==> src/spims_pkg.sv <==
`timescale 1ns / 1ps

package spims_pkg;

    localparam int WORD_BITS_DEF = 16;
    localparam int NARROW_BITS   = 8;
    localparam int DATA_W        = 16;
    localparam int MODE_W        = 2;
    localparam int CPOL_BIT      = 1;
    localparam int CPHA_BIT      = 0;

    localparam logic [NARROW_BITS-1:0] NARROW_ONES = '1;

    localparam logic FUNC_START = 1'b0;
    localparam logic FUNC_TICK  = 1'b1;

    typedef struct packed {
        logic              func;
        logic [DATA_W-1:0] tx_word;
        logic              wide;
        logic              keep_select;
        logic              miso;
    } t_in_item;

    typedef struct packed {
        logic              sclk;
        logic              mosi;
        logic              cs_n;
        logic              busy_res;
        logic              done_res;
        logic [DATA_W-1:0] rx_word;
        logic              rejected;
    } t_out_item;

    typedef struct packed {
        logic busy;
        logic start_req;
    } t_core_status;

endpackage

==> src/spims_if.sv <==
`timescale 1ns / 1ps

interface spims_in_if;
    logic                 valid;
    logic                 ready;
    spims_pkg::t_in_item  data;

    modport source (output valid, output data, input ready);
    modport sink   (input valid, input data, output ready);
endinterface

interface spims_out_if;
    logic                 valid;
    logic                 ready;
    spims_pkg::t_out_item data;

    modport source (output valid, output data, input ready);
    modport sink   (input valid, input data, output ready);
endinterface

interface spims_cfg_if;
    logic                           valid;
    logic                           ready;
    logic [spims_pkg::MODE_W-1:0]   data;

    modport source (output valid, output data, input ready);
    modport sink   (input valid, input data, output ready);
endinterface

==> src/spims_core.sv <==
`timescale 1ns / 1ps

module spims_core #(
    parameter int WORD_BITS = spims_pkg::WORD_BITS_DEF
) (
    input  logic                           i_clk,
    input  logic                           i_rst_n,
    input  logic                           i_accept,
    input  spims_pkg::t_in_item            i_item,
    input  logic                           i_cfg_we,
    input  logic [spims_pkg::MODE_W-1:0]   i_cfg_mode,
    output spims_pkg::t_out_item           o_result,
    output spims_pkg::t_core_status        o_status
);

    localparam int BW = $clog2(WORD_BITS + 1);
    localparam logic [WORD_BITS-1:0] NARROW_MASK = WORD_BITS'(spims_pkg::NARROW_ONES);
    localparam logic [WORD_BITS-1:0] WIDE_MASK   = '1;
    localparam logic [BW-1:0]        WIDE_CNT    = BW'(WORD_BITS);
    localparam logic [BW-1:0]        NARROW_CNT  = BW'(spims_pkg::NARROW_BITS);

    logic [spims_pkg::MODE_W-1:0] r_mode;
    logic [WORD_BITS-1:0]         r_tx, n_tx;
    logic [WORD_BITS-1:0]         r_rx, n_rx;
    logic [BW-1:0]                r_bits, n_bits;
    logic                         r_half, n_half;
    logic                         r_active, n_active;
    logic                         r_wide, n_wide;
    logic                         r_hold, n_hold;
    logic                         r_sel, n_sel;
    logic                         r_clk, n_clk;

    logic                         cpol;
    logic                         cpha;
    logic [WORD_BITS-1:0]         mask;
    logic [BW-1:0]                total;
    logic [BW-1:0]                bits_dec;
    logic [31:0]                  tx_ext;
    logic [31:0]                  rx_ext;
    logic [WORD_BITS-1:0]         rx_out;
    logic                         done;
    logic                         rejected;

    assign cpol   = r_mode[spims_pkg::CPOL_BIT];
    assign cpha   = r_mode[spims_pkg::CPHA_BIT];
    assign mask   = r_wide ? WIDE_MASK : NARROW_MASK;
    assign total  = r_wide ? WIDE_CNT : NARROW_CNT;
    assign tx_ext = 32'(i_item.tx_word);
    assign bits_dec = (r_bits != '0) ? r_bits - 1'b1 : r_bits;

    always_comb begin
        n_tx     = r_tx;
        n_rx     = r_rx;
        n_bits   = r_bits;
        n_half   = r_half;
        n_active = r_active;
        n_wide   = r_wide;
        n_hold   = r_hold;
        n_sel    = r_sel;
        n_clk    = r_clk;
        done     = 1'b0;
        rejected = 1'b0;
        rx_out   = '0;
        if (i_item.func == spims_pkg::FUNC_START) begin
            if (r_active) begin
                rejected = 1'b1;
            end else begin
                n_wide   = i_item.wide;
                n_tx     = tx_ext[WORD_BITS-1:0] & (i_item.wide ? WIDE_MASK : NARROW_MASK);
                n_rx     = '0;
                n_bits   = i_item.wide ? WIDE_CNT : NARROW_CNT;
                n_half   = 1'b0;
                n_hold   = i_item.keep_select;
                n_sel    = 1'b1;
                n_clk    = cpol;
                n_active = 1'b1;
            end
        end else if (r_active) begin
            n_clk = ~r_clk;
            if (!r_half) begin
                if (!cpha) begin
                    n_rx = {r_rx[WORD_BITS-2:0], i_item.miso} & mask;
                end else if (r_bits != total) begin
                    n_tx = {r_tx[WORD_BITS-2:0], 1'b0} & mask;
                end
                n_half = 1'b1;
            end else begin
                if (!cpha) begin
                    n_tx = {r_tx[WORD_BITS-2:0], 1'b0} & mask;
                end else begin
                    n_rx = {r_rx[WORD_BITS-2:0], i_item.miso} & mask;
                end
                n_half = 1'b0;
                n_bits = bits_dec;
                if (bits_dec == '0) begin
                    n_active = 1'b0;
                    done     = 1'b1;
                    rx_out   = n_rx;
                    if (!r_hold) begin
                        n_sel = 1'b0;
                    end
                end
            end
        end
    end

    assign rx_ext = 32'(rx_out);

    always_comb begin
        o_result.sclk     = n_active ? n_clk : cpol;
        o_result.mosi     = n_active ? (n_wide ? n_tx[WORD_BITS-1]
                                               : n_tx[spims_pkg::NARROW_BITS-1]) : 1'b0;
        o_result.cs_n     = ~n_sel;
        o_result.busy_res = n_active;
        o_result.done_res = done;
        o_result.rx_word  = rx_ext[spims_pkg::DATA_W-1:0];
        o_result.rejected = rejected;
    end

    assign o_status.busy      = r_active;
    assign o_status.start_req = i_accept && (i_item.func == spims_pkg::FUNC_START);

    always_ff @(posedge i_clk) begin
        if (!i_rst_n) begin
            r_mode   <= '0;
            r_tx     <= '0;
            r_rx     <= '0;
            r_bits   <= '0;
            r_half   <= 1'b0;
            r_active <= 1'b0;
            r_wide   <= 1'b0;
            r_hold   <= 1'b0;
            r_sel    <= 1'b0;
            r_clk    <= 1'b0;
        end else begin
            if (i_cfg_we) begin
                r_mode <= i_cfg_mode;
            end
            if (i_accept) begin
                r_tx     <= n_tx;
                r_rx     <= n_rx;
                r_bits   <= n_bits;
                r_half   <= n_half;
                r_active <= n_active;
                r_wide   <= n_wide;
                r_hold   <= n_hold;
                r_sel    <= n_sel;
                r_clk    <= n_clk;
            end
        end
    end

endmodule

==> src/spims_obuf.sv <==
`timescale 1ns / 1ps

module spims_obuf (
    input  logic                  i_clk,
    input  logic                  i_rst_n,
    input  logic                  i_load,
    input  spims_pkg::t_out_item  i_result,
    input  logic                  i_ready,
    output logic                  o_can_load,
    output logic                  o_valid,
    output spims_pkg::t_out_item  o_result
);

    logic                 r_valid;
    spims_pkg::t_out_item r_result;

    assign o_can_load = !r_valid || i_ready;
    assign o_valid    = r_valid;
    assign o_result   = r_result;

    always_ff @(posedge i_clk) begin
        if (!i_rst_n) begin
            r_valid <= 1'b0;
        end else if (o_can_load) begin
            r_valid <= i_load;
        end
    end

    always_ff @(posedge i_clk) begin
        if (i_load) begin
            r_result <= i_result;
        end
    end

endmodule

==> src/spi_master_shifter.sv <==
`timescale 1ns / 1ps
// Each request yields one result, which appears the cycle after acceptance.
// Throughput is one request per cycle unless the sink stalls: the shifter
// state updates on acceptance, and the result register frees as it is taken.
// A synchronous active-low reset clears the shifter state, the mode register
// and the result register's valid flag.

module spi_master_shifter #(
    parameter int WORD_BITS = spims_pkg::WORD_BITS_DEF
) (
    input  logic               i_clk,
    input  logic               i_rst_n,
    spims_in_if.sink           i_in,
    spims_cfg_if.sink          i_cfg,
    spims_out_if.source        o_out
);

    logic                     accept;
    logic                     can_load;
    spims_pkg::t_out_item     result;
    spims_pkg::t_core_status  status;

    assign i_in.ready  = can_load;
    assign i_cfg.ready = 1'b1;
    assign accept      = i_in.valid && can_load;

    spims_core #(
        .WORD_BITS (WORD_BITS)
    ) u_core (
        .i_clk      (i_clk),
        .i_rst_n    (i_rst_n),
        .i_accept   (accept),
        .i_item     (i_in.data),
        .i_cfg_we   (i_cfg.valid),
        .i_cfg_mode (i_cfg.data),
        .o_result   (result),
        .o_status   (status)
    );

    spims_obuf u_obuf (
        .i_clk      (i_clk),
        .i_rst_n    (i_rst_n),
        .i_load     (accept),
        .i_result   (result),
        .i_ready    (o_out.ready),
        .o_can_load (can_load),
        .o_valid    (o_out.valid),
        .o_result   (o_out.data)
    );

    a_result_follows: assert property (@(posedge i_clk) disable iff (!i_rst_n)
        accept |=> o_out.valid)
        else $error("accepted request produced no result");

    a_no_overwrite: assert property (@(posedge i_clk) disable iff (!i_rst_n)
        (o_out.valid && !o_out.ready) |-> !i_in.ready)
        else $error("input ready while result stalled");

    a_busy_start_rejected: assert property (@(posedge i_clk) disable iff (!i_rst_n)
        (status.start_req && status.busy) |=> o_out.data.rejected)
        else $error("start during transfer not flagged");

    a_idle_start_taken: assert property (@(posedge i_clk) disable iff (!i_rst_n)
        (status.start_req && !status.busy) |=>
            (o_out.data.busy_res && !o_out.data.cs_n && !o_out.data.rejected))
        else $error("start while idle did not begin a transfer");

endmodule

==> src/flat_wrapper.sv <==
// flat-port wrapper written by rule: the top's interface ports become plain ports
module spi_master_shifter_flat 
#(
    parameter int WORD_BITS = spims_pkg::WORD_BITS_DEF
)
  (i_clk, i_rst_n, i_in_valid, i_in_data, i_in_ready, i_cfg_valid, i_cfg_data, i_cfg_ready, o_out_valid, o_out_data, o_out_ready);
  spims_in_if i_in_i ();
  spims_cfg_if i_cfg_i ();
  spims_out_if o_out_i ();
  input  logic i_clk;
  input  logic i_rst_n;
  input wire logic [$bits(i_in_i.valid)-1:0] i_in_valid;
  input wire logic [$bits(i_in_i.data)-1:0] i_in_data;
  output wire logic [$bits(i_in_i.ready)-1:0] i_in_ready;
  input wire logic [$bits(i_cfg_i.valid)-1:0] i_cfg_valid;
  input wire logic [$bits(i_cfg_i.data)-1:0] i_cfg_data;
  output wire logic [$bits(i_cfg_i.ready)-1:0] i_cfg_ready;
  output wire logic [$bits(o_out_i.valid)-1:0] o_out_valid;
  output wire logic [$bits(o_out_i.data)-1:0] o_out_data;
  input wire logic [$bits(o_out_i.ready)-1:0] o_out_ready;
  assign i_in_i.valid = i_in_valid;
  assign i_in_i.data = i_in_data;
  assign i_in_ready = i_in_i.ready;
  assign i_cfg_i.valid = i_cfg_valid;
  assign i_cfg_i.data = i_cfg_data;
  assign i_cfg_ready = i_cfg_i.ready;
  assign o_out_valid = o_out_i.valid;
  assign o_out_data = o_out_i.data;
  assign o_out_i.ready = o_out_ready;
  spi_master_shifter #(.WORD_BITS(WORD_BITS)) u_core (.i_clk(i_clk), .i_rst_n(i_rst_n), .i_in(i_in_i), .i_cfg(i_cfg_i), .o_out(o_out_i));
endmodule
==> config.mk <==
export PLATFORM = sky130hd
export DESIGN_NAME = spi_master_shifter_flat
export DESIGN_NICKNAME = d
export VERILOG_FILES = /design/src/spims_pkg.sv /design/src/spims_if.sv /design/src/spims_core.sv /design/src/spims_obuf.sv /design/src/spi_master_shifter.sv /design/src/flat_wrapper.sv
export SDC_FILE = /design/constraint.sdc
export NUM_CORES = 1
export LEC_CHECK = 0
export BUFFER_PORTS_ARGS = -buffer_cell sky130_fd_sc_hd__buf_2
export CAP_MARGIN = 30
export CORE_MARGIN = 3
export CORE_UTILIZATION = 57
export DETAILED_ROUTE_END_ITERATION = 16
export PLACE_DENSITY = 0.8
export RECOVER_POWER = 25
export SLEW_MARGIN = 20
export SYNTH_ARGS = -nofsm -noshare
export SYNTH_HDL_FRONTEND = slang
export SYNTH_HIERARCHICAL = 1
export SYNTH_SLANG_ARGS = --single-unit
==> constraint.sdc <==
create_clock -name i_clk -period 3.3 [get_ports i_clk]
set_input_delay 0.33 -clock i_clk [delete_from_list [all_inputs] [get_ports i_clk]]
set_output_delay 0.33 -clock i_clk [all_outputs]
set_load 0.01 [all_outputs]
==> results of run 1 <==
[worst min-delay path, stage by stage]
cell     delay (ns)
buf_2          0.08
mux2i_1        0.05
nor2_1         0.07
[per-stage QoR]
| stage | power, mW | hold WS [ns] | instances |
|---|---|---|---|
| 6_report | 1.85 | 0.213 | 469 |
| 5_1_grt | 1.94 | 0.223 | 469 |
| 4_1_cts | 1.87 | 0.207 | 469 |
| 3_5_place_dp | 1.19 | 0.456 | 453 |
| 3_3_place_gp | 1.18 | 0.439 | 453 |
| 2_1_floorplan | 1.12 | 0.428 | 353 |
[sequential cells by signal (all words and copies together) (netlist names), 2 cells and up, named ones only]
name / flops
u_core/u_core/r_bits: 5
u_core/u_core/r_tx: 16
u_core/u_obuf/o_result: 22
u_core/u_core/r_rx: 16
u_core/u_core/r_mode: 2
[routing by layer]
| layer | GRT usage, % | part of all wire (%) |
|---|---|---|
| met5 | 0 | 0 |
| met2 | 32.7 | 45 |
| met1 | 30.1 | 46 |
| met3 | 7.54 | 7.2 |
| met4 | 5.94 | 0.99 |
[final cells by class]
class | instances | area [µm²] | share of cell area, %
clock inverter | 7 | 75.1 | 1.98
inverter | 9 | 33.8 | 0.891
sequential | 68 | 1580 | 41.7
tap | 72 | 90.1 | 2.38
clock buffer | 9 | 124 | 3.27
multi-input combinational | 246 | 1610 | 42.5
timing repair buffer | 58 | 277 | 7.29
[how the worst max path moves through the flow]
stage / endpoint / depth (start not counted) / startpoint
CTS: u_core/u_obuf/o_result[19]$_DFFE_PP_ / 7 / u_core/u_core/r_bits[0]$_SDFFE_PN0P_
detailed placement: u_core/u_obuf/o_result[19]$_DFFE_PP_ / 7 / u_core/u_core/r_bits[0]$_SDFFE_PN0P_
global placement: u_core/u_obuf/o_result[19]$_DFFE_PP_ / 7 / u_core/u_core/r_bits[0]$_SDFFE_PN0P_
floorplan: u_core/u_core/r_bits[0]$_SDFFE_PN0P_ / 7 / o_out_ready
global route: u_core/u_obuf/o_result[10]$_DFFE_PP_ / 7 / u_core/u_core/r_bits[0]$_SDFFE_PN0P_
finish: u_core/u_obuf/o_result[19]$_DFFE_PP_ / 7 / u_core/u_core/r_bits[0]$_SDFFE_PN0P_
[power groups by stage]
stage               logic (mW)  clock network, mW  registers [mW]
global route             0.265              0.740           0.933
detailed placement       0.242                  0           0.946
floorplan                0.175                  0           0.946
global placement         0.236                  0           0.945
CTS                      0.243              0.699           0.928
finish                   0.239              0.686           0.929
[cell usage in the layout, fill, tap and decap left out, drive strengths merged, types with 3 or more instances in the layout]
| master | count |
|---|---|
| dfxtp | 46 |
| nand2b | 13 |
| inv | 10 |
| o211ai | 4 |
| edfxtp | 22 |
| mux2i | 13 |
| and2 | 7 |
| clkinvlp | 3 |
| a211o | 4 |
| nand4 | 3 |
| nor2b | 4 |
| nor3b | 4 |
| ha | 4 |
| nor3 | 3 |
| a21oi | 30 |
| nand3 | 11 |
| o21ai | 10 |
| clkbuf | 34 |
| a22oi | 23 |
| nand2 | 17 |
| a211oi | 17 |
| nor2 | 41 |
| a32oi | 7 |
| a31oi | 5 |
| or2 | 3 |
| buf | 33 |
==> metrics.cfg, run 1 <==
[grt]
grt_use_total_pct=21.8
antenna_found_initial=0
grt_pass1_vias=2572
grt_start_max_net_pins=30
grt_pass1_wl_um=12300
overflow=0

[hold_path]
holdPathEnd=u_core/u_core/r_mode[1]$_SDFFE_PN0P_
hold_depth=3
worstHoldPathType=in -> reg
hp-start=i_cfg_data[1]

[detailed_routing]
vias=2741
drc=0
drt_iter0_drc=226
first_pass_iters=4
ant_nets=0
routedWlPerCell_um=15.5
via_per_inst=5.84
routed_wl_um=7250

[place]
placed_area_um2=3630
place_ws_ns=0.669
place.gp.congestion=0.878
dp_hpwl_um=4890
port_buffers=50

[sta]
fmax_mhz=378
finalSetupTns_ns=0
worst_pin_slew_ns=0.890
finalCritPeriodShare_pct=80.1
drv_slew=0
fin_ws_ns=0.655
fin_skew_ns=0.0109
min_period_ns=2.64
final_hold_viol_count=0
rsz0062_at_grt=no
setup_viol=0
relSlewSlack_pct=40.6

[clock_tree]
clk_path_buf_depth=2
cts_setup_buffers=0
clock_sinks=68
cts_tree=done
clock_latency_ns=0.35
cts_root_buffer=clkbuf_8
cts_max_level=3
cts_resized=0
clkTransAtPathRegs_ns=0.08
hold_buffers=0
numCtsBuffers=9

[layout]
fin_nets=423
drive_above_1_share_pct=17.4
antenna_cells=0
n_fill_cell=458
syn2layout_area_growth_pct=11.6
final_core_util_pct=67.2
final_area_um2=3790

[yosys]
syn_inst=353
yosys_warnings=6
synthesis.area_um2=3400
syn-num-nets=384
avgSynthCellArea_um2=9.62

[die]
fp.dieW_um=83.2
io_pins=52
core_um2=5640
dieArea_um2=6920
dieHeight_um=83.2
start_util_pct=60.2
num_rows=27

[setup_path]
cp_slowest_cell=or4b_1
arrival_ns=2.83
r2r-start=u_core/u_core/r_bits[0]$_SDFFE_PN0P_
worstPathRequired_ns=3.48
r2r_end=u_core/u_obuf/o_result[19]$_DFFE_PP_
cp-end-kind=register
crit_type=reg -> reg
worstSetupStartpointType=register
reg2reg_slack_ns=0.66
reg2reg_depth=7
path_cells=inv_1 -> ha_1 -> or4b_1 -> mux2i_1 -> nor3_2 -> nand4_2 -> o22ai_1
path_max_fanout=18
max_stage_delay_ns=0.51
crit_buf_inv=1
crit_family=simple AND/OR/NAND/NOR gates

[power_and_ir_drop]
clockPowerShare_pct=37.0
pwr-share-comb_pct=12.9
power_switching_mw=0.509
seq_power_share_pct=50.1
power.density_nw_per_um2=489
p_sw_share_pct=27.4
intPower_mw=1.35
p_leak_nw=1.32
ir_drop_mv=0.311

[flow_run]
drv_cap=0

[run_status]
status=complete, no violations

Power figures use the tool's default switching activity.
==> inputs of run 2 (changes only) <==
==> constraint.sdc (replaced) <==
create_clock -name i_clk -period 2.7 [get_ports i_clk]
set_input_delay 0.27 -clock i_clk [delete_from_list [all_inputs] [get_ports i_clk]]
set_output_delay 0.27 -clock i_clk [all_outputs]
set_load 0.01 [all_outputs]
==> run 2 against run 1 <==
  * Final cell count grew 0.64%
  * Hold slack got worse by 0.052 ns
  * Global-route usage rose by 1.3 points
  * Sequential power is 23% higher
==> metrics.cfg, run 2 (same netlist as run 1, synthesis figures left out) <==
[setup_path]
crit_type=reg -> reg
worstPathRequired_ns=2.89  ; -0.59 ns
cp-end-kind=register
reg2reg_depth=8  ; +1
worstSetupStartpointType=register
path_max_fanout=10  ; -8
arrival_ns=2.75  ; -0.08 ns

[place]
place_inst=456  ; +0.66%
port_buffers=50  ; unchanged
dp_hpwl_um=5130  ; +4.9%
place.gp.congestion=0.968  ; +10%

[hold_path]
worstHoldPathType=in -> reg
hold_depth=3  ; unchanged

[clock_tree]
clk_path_buf_depth=2  ; unchanged
hold_buffers=0  ; unchanged
clock_latency_ns=0.34  ; about the same
cts_tree=done
cts_root_buffer=clkbuf_8
clock_sinks=68  ; unchanged
cts_max_level=3  ; unchanged
clkTransAtPathRegs_ns=0.07  ; about the same
numCtsBuffers=9  ; unchanged

[layout]
largest_reg_flops=22  ; unchanged
final_cells=472  ; +0.64%
drive_above_1_share_pct=18.0  ; +0.62 points
final_core_util_pct=67.2  ; about the same
syn2layout_area_growth_pct=11.7  ; about the same
mostFrequentLayoutCell=dfxtp_1
antenna_cells=0  ; unchanged
fin_nets=426  ; +0.71%
mostFrequentLayoutCells=dfxtp_1 (46), nor2_1 (41), a21oi_1 (30)

[power_and_ir_drop]
p_sw_share_pct=27.7  ; +0.24 points
intPower_mw=1.57  ; +17%
ir_drop_mv=0.320  ; +2.9%
pwr-share-comb_pct=13.7  ; +0.8 points
clockPowerShare_pct=34.1  ; -2.9 points
p_leak_nw=1.33  ; +0.54%
seq_power_share_pct=52.2  ; +2.1 points
power.density_nw_per_um2=573  ; +17%
power_switching_mw=0.602  ; +18%
finalPower_mw=2.18  ; +17%

[die]
fp.dieW_um=83.2  ; unchanged
core_um2=5640  ; unchanged
num_rows=27  ; unchanged
start_util_pct=60.2  ; unchanged
io_pins=52  ; unchanged
dieArea_um2=6920  ; unchanged
dieHeight_um=83.2  ; unchanged

[detailed_routing]
ant_nets=0  ; unchanged
via_per_inst=6.16  ; +5.4%
first_pass_iters=5  ; +1
drc=0  ; unchanged
routed_wl_um=7650  ; +5.4%
drt_iter0_drc=274  ; +21%
routedWlPerCell_um=16.2  ; +4.8%
vias=2907  ; +6.1%

[grt]
overflow=0  ; unchanged
grt_pass1_wl_um=13100  ; +6.3%
grt_start_max_net_pins=33  ; +10%
grt_pass1_vias=2756  ; +7.2%
antenna_found_initial=0  ; unchanged
grt_use_total_pct=23.2  ; +1.3 points

[sta]
fmax_mhz=391  ; +3.4%
final_hold_viol_count=0  ; unchanged
whs_ns=0.161  ; -0.0519 ns
finalCritPeriodShare_pct=94.8  ; +15 points
min_period_ns=2.56  ; -0.0860 ns
drv_slew=0  ; unchanged
rsz0062_at_grt=no
finalSetupTns_ns=0  ; unchanged
relSlewSlack_pct=22.2  ; -18 points
worst_pin_slew_ns=1.17  ; +0.277 ns
setup_viol=0  ; unchanged
fin_skew_ns=0.00680  ; -0.00407 ns

[run_status]
status=complete, no violations

[flow_run]
drv_cap=0  ; unchanged

-- run 2: changes by cell type in the layout (fill, tap and decap cells not counted), sizes merged --
cell / before / now
bufinv: 1 / 0
buf: 33 / 36
clkinvlp: 3 / 1
clkinv: 2 / 5
inv: 10 / 9
clkbuf: 34 / 35
-- run 2: critical path, cell delays in order, from the launching register on --
cell	delay [ns]
dfxtp_1	0.35
inv_1	0.12
ha_1	0.32
or4b_1	0.49
mux2i_1	0.15
nor3_2	0.33
nand4_4	0.24
buf_4	0.27
nor2_1	0.12
-- run 2: final timing paths --
path | end | startpoint | slack, ns
worst max-delay path | u_core/u_obuf/o_result[7]$_DFFE_PP_ | u_core/u_core/r_bits[0]$_SDFFE_PN0P_ | 0.14
worst min-delay path | u_core/u_core/r_mode[1]$_SDFFE_PN0P_ | i_cfg_data[1] | 0.16
worst max register to register | u_core/u_obuf/o_result[7]$_DFFE_PP_ | u_core/u_core/r_bits[0]$_SDFFE_PN0P_ | 0.14
worst min register to register | u_core/u_core/r_tx[0]$_SDFFE_PN0P_ | u_core/u_core/r_tx[0]$_SDFFE_PN0P_ | 0.47
-- run 2: final cells by class --
class                      instances  area [µm²]
fill                             470        1850
multi-input combinational        246        1610
sequential                        68        1580
timing repair buffer              61         297
clock buffer                      10         138
tap                               72        90.1
clock inverter                     6        40.0
inverter                           9        33.8
-- run 2: per-stage QoR --
| step | cell area (µm²) | worst slack, ns |
|---|---|---|
| 2_1_floorplan | 3400 | 0.221 |
| 3_3_place_gp | 3650 | 0.280 |
| 3_5_place_dp | 3650 | 0.147 |
| 4_1_cts | 3830 | 0.112 |
| 5_1_grt | 3790 | 0.0370 |
| 6_report | 3790 | 0.141 |
-- run 2: metal layers --
| metal | share of wire (%) | routed length (µm) | global-route usage [%] |
|---|---|---|---|
| met1 | 45 | 3410 | 29.5 |
| met4 | 1.8 | 136 | 8.02 |
| met5 | 0 | 0 | 0 |
| met2 | 47 | 3570 | 37.5 |
| met3 | 6.9 | 525 | 6.85 |
-- run 2: power by group through the flow --
stage	Combinational, mW	Sequential (mW)	Clock [mW]
2_1_floorplan	0.214	1.16	0
3_3_place_gp	0.290	1.16	0
3_5_place_dp	0.299	1.16	0
4_1_cts	0.300	1.13	0.758
5_1_grt	0.329	1.14	0.808
6_report	0.298	1.14	0.741
-- run 2: repair_timing --
action                                  in CTS  in global routing
gates resized for setup                      0                  1
endpoints found under the setup margin       0                  2
setup buffers                                0                  0
==> inputs of run 3 (changes only) <==
--- a/config.mk
+++ b/config.mk
@@ -5,6 +5,7 @@
 export SDC_FILE = /design/constraint.sdc
 export NUM_CORES = 1
 export LEC_CHECK = 0
+export ABC_AREA = 1
 export BUFFER_PORTS_ARGS = -buffer_cell sky130_fd_sc_hd__buf_2
 export CAP_MARGIN = 30
 export CORE_MARGIN = 3
==> constraint.sdc (replaced) <==
create_clock -name i_clk -period 2.4 [get_ports i_clk]
set_input_delay 0.24 -clock i_clk [delete_from_list [all_inputs] [get_ports i_clk]]
set_output_delay 0.24 -clock i_clk [all_outputs]
set_load 0.01 [all_outputs]
==> run 3 against run 2 <==
  * Fmax is 18% higher
  * Highest routed layer unchanged
  * Area after synthesis is 1.7% higher
  * Clock power increased by 40%
  * Critical path type unchanged
  * Via count grew 9.1%
  * Final cell count rose by 25%
  * Die area rose by 1.6%
==> metrics.cfg, run 3 <==
[run_status]
status=complete, no violations

[place]
place_inst=571  ; +25%
dp_hpwl_um=5380  ; +4.8%
place.gp.congestion=0.872  ; -10%
port_buffers=50  ; unchanged
placed_area_um2=3740  ; +2.4%
place_ws_ns=0.316  ; +0.169 ns

[setup_path]
arrival_ns=2.41  ; -0.34 ns
cp_slowest_cell=clkbuf_1
path_max_fanout=15  ; +5
max_stage_delay_ns=0.53  ; +0.04 ns
crit_family=buffers and inverters
cp-end-kind=register
worstSetupStartpointType=register
crit_type=reg -> reg
crit_buf_inv=3  ; +1
path_cells=nand2_1 -> nand2_1 -> inv_1 -> clkbuf_1 -> inv_1 -> nor3b_1 -> nand3_1 -> nor2_1 -> nor2_1
worstPathRequired_ns=2.65  ; -0.24 ns

[clock_tree]
clk_path_buf_depth=2  ; unchanged
cts_root_buffer=clkbuf_8
cts_resized=0  ; unchanged
cts_max_level=3  ; unchanged
hold_buffers=0  ; unchanged
clock_latency_ns=0.35  ; about the same
cts_setup_buffers=0  ; unchanged
cts_tree=done
clkTransAtPathRegs_ns=0.08  ; about the same
clock_sinks=68  ; unchanged
numCtsBuffers=9  ; unchanged

[sta]
relSlewSlack_pct=56.9  ; +35 points
finalCritPeriodShare_pct=90.1  ; -4.7 points
min_period_ns=2.16  ; -0.397 ns
drv_slew=0  ; unchanged
fin_ws_ns=0.238  ; +0.0970 ns
finalSetupTns_ns=0  ; unchanged
setup_viol=0  ; unchanged
rsz0062_at_grt=no
whs_ns=0.139  ; -0.0227 ns
fmax_mhz=463  ; +18%
fin_skew_ns=0.00573  ; -0.00107 ns
worst_pin_slew_ns=0.647  ; -0.521 ns
final_hold_viol_count=0  ; unchanged

[die]
io_pins=52  ; unchanged
dieHeight_um=83.9  ; +0.80%
start_util_pct=60.9  ; +0.68 points
dieArea_um2=7030  ; +1.6%
core_um2=5680  ; +0.60%
fp.dieW_um=83.9  ; +0.80%
num_rows=27  ; unchanged

[layout]
ff_latch_area_um2=1580  ; unchanged
syn2layout_area_growth_pct=13.8
fin_nets=542  ; +27%
drive_above_1_share_pct=14.9  ; -3.1 points
antenna_cells=0  ; unchanged
final_core_util_pct=69.3  ; +2.0 points
final_area_um2=3930  ; +3.7%
n_fill_cell=504  ; +7.2%
multi_input_area_um2=1530  ; -5.2%
final_cells=588  ; +25%
mostFrequentLayoutCells=nand2_1 (126), a21oi_1 (66), inv_1 (46), dfxtp_1 (46), nand3_1 (34)
mostFrequentLayoutCell=nand2_1
largest_reg_flops=22  ; unchanged

[grt]
antenna_found_initial=0  ; unchanged
grt.busiest_layer=met2
gr-usage-met3_pct=5.33  ; -1.5 points
grt_pass1_vias=2988  ; +8.4%
grt_start_max_net_pins=32  ; -3.0%
met2_usage_pct=39.6  ; +2.0 points
grt_use_total_pct=22.8  ; -0.40 points
grt_pass1_wl_um=13000  ; -0.89%
grtUsageMet1_pct=26.6  ; -2.9 points
overflow=0  ; unchanged

[yosys]
synthesis.area_um2=3450  ; +1.7%
yosys_warnings=6  ; unchanged
avgSynthCellArea_um2=7.49  ; -22%
syn_inst=461  ; +31%
syn-num-nets=492  ; +28%

[power_and_ir_drop]
seq_power_share_pct=46.5  ; -5.7 points
p_sw_share_pct=28.4  ; +0.76 points
clockPowerShare_pct=37.7  ; +3.6 points
p_leak_nw=1.65  ; +24%
ir_drop_mv=0.370  ; +16%
power_switching_mw=0.782  ; +30%
pwr-share-comb_pct=15.8  ; +2.1 points
power.density_nw_per_um2=699  ; +22%
finalPower_mw=2.75  ; +26%
intPower_mw=1.97  ; +25%

[detailed_routing]
routedWlPerCell_um=13.3  ; -18%
drt_iter0_drc=207  ; -24%
via_per_inst=5.39  ; -12%
first_pass_iters=4  ; -1
routed_wl_um=7840  ; +2.5%
ant_nets=0  ; unchanged
vias=3172  ; +9.1%
drc=0  ; unchanged

[flow_run]
drv_cap=0  ; unchanged

[hold_path]
worstHoldPathType=in -> reg

## run 3: power groups by stage
stage	Sequential [mW]	Combinational, mW	Clock [mW]
2_1_floorplan	1.31	0.315	0
3_3_place_gp	1.30	0.424	0
3_5_place_dp	1.30	0.435	0
4_1_cts	1.28	0.437	1.04
5_1_grt	1.28	0.490	1.10
6_report	1.28	0.435	1.04
## run 3: final cells by class
cell class | count | area share [%]
Timing Repair Buffer | 62 | 8.05
Sequential cell | 68 | 40.2
Clock buffer | 9 | 3.15
Clock inverter | 7 | 2.32
Multi-Input combinational cell | 317 | 38.9
Tap cell | 72 | 2.29
Inverter | 53 | 5.06
## run 3: final timing paths
kind / cells after the start / slack [ns] / from / to
hold reg to reg: 2 / 0.47 / u_core/u_core/r_tx[11]$_SDFFE_PN0P_ / u_core/u_core/r_tx[12]$_SDFFE_PN0P_
setup / recovery: 9 / 0.24 / u_core/u_obuf/o_valid$_SDFFE_PN0P_ / register
hold / removal: 3 / 0.14 / i_cfg_data[1] / u_core/u_core/r_mode[1]$_SDFFE_PN0P_
setup reg to reg: 9 / 0.24 / u_core/u_obuf/o_valid$_SDFFE_PN0P_ / register
## run 3: routing by layer
layer	vias to the layer above	share of wire, %
li1	1605	-
met1	1430	42
met2	116	49
met3	21	6.8
met4	0	2.2
met5	-	0
## run 3: worst register-to-register path: stages, from the launching register on
cell      delay, ns
dfxtp_1        0.32
nand2_1        0.10
nand2_1        0.07
inv_1          0.13
clkbuf_1       0.53
inv_1          0.30
nor3b_1        0.36
nand3_1        0.11
nor2_1         0.11
nor2_1         0.04
